==> config.mk <==
export PLATFORM = sky130hd
export DESIGN_NAME = bcr_queue
export DESIGN_NICKNAME = d
export VERILOG_FILES = /design/src/hdl/bcr_pkg.sv /design/src/hdl/bcr_queue.sv
export SDC_FILE = /design/constraint.sdc
export NUM_CORES = 1
export LEC_CHECK = 0
export CAP_MARGIN = 25
export CORE_MARGIN = 4
export CORE_UTILIZATION = 50
export CTS_CLUSTER_DIAMETER = 30
export DETAILED_ROUTE_END_ITERATION = 10
export DONT_BUFFER_PORTS = 1
export PLACE_DENSITY = 0.75
export SLEW_MARGIN = 0
export SYNTH_ARGS = -nofsm -noshare
export SYNTH_HDL_FRONTEND = slang
export SYNTH_SLANG_ARGS = --single-unit
==> constraint.sdc <==
create_clock -name i_clk -period 3 [get_ports i_clk]
set_input_delay 0.3 -clock i_clk [delete_from_list [all_inputs] [get_ports i_clk]]
set_output_delay 0.3 -clock i_clk [all_outputs]
set_load 0.005 [all_outputs]
==> src/hdl/bcr_pkg.sv <==
// Shared types and constants of the bicubic line resampler.
// Used by the front end, the command queue, the tap engine and the top level.
package bcr_pkg;

    // field widths of the beat interface
    localparam int POS_W    = 11;
    localparam int TAP_W    = 4;
    localparam int WEIGHT_W = 32;
    localparam int CNT_W    = 5;
    localparam int CHAN_W   = 8;
    localparam int RGB_W    = 3 * CHAN_W;
    localparam int SPAN_W   = POS_W + CNT_W;

    // largest channel value after clipping
    localparam int CHAN_MAX = 255;

    // default sizes handed to the top level
    localparam int DEF_LINE_LEN  = 2048;
    localparam int DEF_OUT_LEN   = 2048;
    localparam int DEF_MAX_TAPS  = 16;
    localparam int DEF_FRAC_BITS = 22;

    // command queue between front end and tap engine
    localparam int QUEUE_DEPTH = 4;
    localparam int QPTR_W      = $clog2(QUEUE_DEPTH);
    localparam int QCNT_W      = $clog2(QUEUE_DEPTH + 1);

    typedef enum logic [1:0] {
        OP_WEIGHT  = 2'd0,
        OP_SPAN    = 2'd1,
        OP_PIXEL   = 2'd2,
        OP_COMPUTE = 2'd3
    } t_op;

    // one classified beat as it travels through the queue
    typedef struct packed {
        t_op                        op;
        logic                       ok;     // target index in range
        logic [POS_W-1:0]           position;
        logic [TAP_W-1:0]           tap;
        logic signed [WEIGHT_W-1:0] weight;
        logic [POS_W-1:0]           span_start;
        logic [CNT_W-1:0]           span_count;
        logic [RGB_W-1:0]           rgb;    // blue, green, red from msb down
    } t_cmd;

    typedef struct packed {
        logic              empty;
        logic              full;
        logic [QCNT_W-1:0] count;
    } t_q_status;

endpackage

==> src/hdl/bcr_queue.sv <==
// Short command queue that decouples the front end from the tap engine.
// Depends on bcr_pkg.
module bcr_queue
    import bcr_pkg::*;
(
    input  logic      i_clk,
    input  logic      i_rst_n,
    input  logic      i_push,
    input  t_cmd      i_cmd,
    input  logic      i_pop,
    output t_cmd      o_cmd,
    output t_q_status o_status
);

    t_cmd              r_mem [QUEUE_DEPTH];
    logic [QPTR_W-1:0] r_wr_ptr, n_wr_ptr;
    logic [QPTR_W-1:0] r_rd_ptr, n_rd_ptr;
    logic [QCNT_W-1:0] r_count,  n_count;

    function automatic logic [QPTR_W-1:0] ptr_inc(input logic [QPTR_W-1:0] p);
        logic [QPTR_W-1:0] r;
        if (32'(p) == QUEUE_DEPTH - 1) r = '0;
        else                          r = p + QPTR_W'(1);
        return r;
    endfunction

    // pointer and fill bookkeeping
    always_comb begin
        n_wr_ptr = i_push ? ptr_inc(r_wr_ptr) : r_wr_ptr;
        n_rd_ptr = i_pop  ? ptr_inc(r_rd_ptr) : r_rd_ptr;
        n_count  = r_count;
        if (i_push && !i_pop)      n_count = r_count + QCNT_W'(1);
        else if (!i_push && i_pop) n_count = r_count - QCNT_W'(1);
    end

    always_ff @(posedge i_clk) begin
        if (!i_rst_n) begin
            r_wr_ptr <= '0;
            r_rd_ptr <= '0;
            r_count  <= '0;
        end else begin
            r_wr_ptr <= n_wr_ptr;
            r_rd_ptr <= n_rd_ptr;
            r_count  <= n_count;
        end
    end

    // storage
    always_ff @(posedge i_clk) begin
        if (i_push) r_mem[r_wr_ptr] <= i_cmd;
    end

    assign o_cmd          = r_mem[r_rd_ptr];
    assign o_status.empty = (r_count == '0);
    assign o_status.full  = (32'(r_count) == QUEUE_DEPTH);
    assign o_status.count = r_count;

endmodule

==> flow_metrics.tcl <==
set metrics [dict create \
    run_status "finished clean" \
    cpPeakStageDelay_ns 0.77 \
    critPathKind "reg2out" \
    finClkSkew_ns 0.0206 \
    vias_per_cell 5.67 \
    sw_frac_of_total_pct 21.8 \
    postPlaceCellArea_mm2 0.0139 \
    dp_hpwl_um 14400 \
    mostFrequentLayoutCells "edfxtp_1, dlygate4sd3_1, mux4_2" \
    yosys.area.top_type "edfxtp_1" \
    required_ns 2.70 \
    rsz0062_at_grt "false" \
    core_area_mm2 0.0264 \
    fin_setup_tns_ns 0 \
    drive_gt1_share_pct 30.4 \
    cts_resized 0 \
    layout_commonest_cell "edfxtp_1" \
    maxSlewHeadroom_pct 50.0 \
    seqPwrFrac_pct 42.2 \
    slew_viol_final 0 \
    dieArea_mm2 0.0298 \
    die_x_um 173 \
    yosysUniqueCellTypes 22 \
    maxCapViolations 0 \
    seq_area_frac_synth_pct 81.2 \
    synth_area_leaders "edfxtp_1, mux4_2, buf_12, dfxtp_1, ha_1" \
    worst_slack_ns 0.607 \
    grt_max_degree 44 \
    cts.sinks 369 \
    ys_ff_latch 369 \
    drc 0 \
    fin_crit_sh_pct 79.8 \
    netSwitchingPower_mw 3.10 \
    finalSetupViolCount 0 \
    final_antenna_net_count 0 \
    nNetsFinal 770 \
    p_int_mw 11.1 \
    fp-row-count 59 \
    max_freq_ghz 0.418 \
    syn-num-nets 615 \
    start_util_pct 51.4 \
    cp-end-kind "output port" \
    yosysWarnings 0 \
    synth_area_mm2 0.0135 \
    wl_um 26500 \
    place_ws_ns 1.06 \
    drt_iter0_markers 418 \
    holdBufCountCts 93 \
    gp_congestion 0.723 \
    ir_drop_v 0.000653 \
    avgRoutedWirePerCell_um 25.1 \
    path_cells "buf_4, mux4_2" \
    fin_area_mm2 0.0171 \
    p_comb_share_pct 5.6 \
    dr.pass1.iters 4 \
    die_h_um 173 \
    synth_top_area_share_pct 79.9 \
    cts_root_buffer "clkbuf_16" \
    portBuffers 0 \
    track_usage_pct 18.0 \
    cp_max_fo 41 \
    grt_pass1_wl_um 41200 \
    hold_viol 0 \
    tritoncts "done" \
    crit_path_start_kind "register" \
    syn_to_final_growth_pct 26.5 \
    p_clk_share_pct 52.2 \
    grt-ovfl-total 0 \
    power_density_mw_per_mm2 831 \
    avgSynthCellArea_um2 26.3 \
    grt_pass1_vias 6690 \
    clock_latency_ns 0.56 \
    critPathSlowestCell "dfxtp_4" \
    clk_path_buf_depth 3 \
    num_io_pins 189 \
    postCtsSetupBuffers 0 \
    htreeDepth 3 \
    vias 6001 \
    min_period_ns 2.39 \
    numCtsBuffers 66 \
    netlist_instances 514 \
    tightestPinTransition_ns 0.750 \
    p_leak_nw 5.58 \
    antenna_found_initial 2 \
    worstHoldPathType "in2reg" \
    path_clk_slew_ns 0.04 \
    arrival_ns 2.09 \
]
## worst max-delay path, delay by kind of cell, from the launching register on
family                 cells  cell delay (ns)
flip-flops                 1             0.77
multiplexers               1             0.40
buffers and inverters      1             0.36
## worst paths after layout
check / depth (start not counted) / start / to / slack, ns
setup / recovery: 2 / register / o_cmd[67] / 0.61
hold / removal: 2 / i_pop / r_rd_ptr[0]$_SDFFE_PN0P_ / 0.05
setup reg to reg: 3 / r_wr_ptr[0]$_SDFFE_PN0P_ / r_mem[3][13]$_DFFE_PP_ / 1.07
hold reg to reg: 2 / r_rd_ptr[1]$_SDFFE_PN0P_ / register / 0.54
## per-stage QoR
stage          utilization [%]  hold WS [ns]  instances  power, mW
6_report                  65.0        0.0476       1058       14.2
2_1_floorplan                -         0.399        514       6.58
3_3_place_gp              52.8         0.399        843       6.72
4_1_cts                   64.9        0.0521       1055       14.3
3_5_place_dp              52.8         0.399        843       6.75
5_1_grt                   65.0        0.0631       1058       14.7
## layout make-up
| cell class | instances | area, um2 |
|---|---|---|
| Clock buffer | 72 | 1670 |
| Inverter | 4 | 15.0 |
| Sequential cell | 369 | 11000 |
| Fill cell | 1647 | 9230 |
| Tap cell | 335 | 419 |
| Timing Repair Buffer | 107 | 1120 |
| Antenna cell | 3 | 7.51 |
| Multi-Input combinational cell | 121 | 2300 |
| Clock inverter | 47 | 584 |
## cells by family (layout without fill, tap and decap cells)
family	count (synthesis)	after routing	share of synthesized area, %
other cells	0	3	0
fa+ha+maj	7	7	0.703
mux	94	94	15.3
simple gates	15	15	0.666
xor+xnor	2	2	0.129
compound gates	3	3	0.148
flops	369	369	81.2
buf+inv	24	230	1.89
## synthesized netlist by cell type (all sizes together)
| cell | count |
|---|---|
| nor2 | 1 |
| nor2b | 5 |
| mux2i | 4 |
| xnor2 | 1 |
| xor2 | 1 |
| mux4 | 90 |
| nor3 | 2 |
| buf | 20 |
| and2 | 5 |
| or3 | 1 |
| edfxtp | 360 |
| o21ai | 1 |
| nor3b | 1 |
| ha | 6 |
| dfxtp | 9 |
| o21a | 1 |
| a21boi | 1 |
| fa | 1 |
| inv | 4 |
## state kept, by name, summed over array words and instances (netlist names), named ones only
name,count
r_count,3
r_mem,360
r_rd_ptr,2
r_wr_ptr,2
## metal layers
layer	global-route usage (%)	routed length [um]	share of wire (%)	up-vias
met4	5.76	410	1.5	0
met5	0	0	0	-
met2	30.2	13900	53	223
li1	-	-	-	2555
met3	5.35	2000	7.5	39
met1	22.9	10200	38	3184
## power by group through the flow
stage / clock (mW) / combinational (mW) / sequential, mW
5_1_grt: 7.84 / 0.851 / 6.02
3_3_place_gp: 0 / 0.633 / 6.09
4_1_cts: 7.52 / 0.803 / 6.01
3_5_place_dp: 0 / 0.646 / 6.11
6_report: 7.42 / 0.791 / 6.01
2_1_floorplan: 0 / 0.518 / 6.06
No activity file was read; power rests on OpenSTA's default activity.
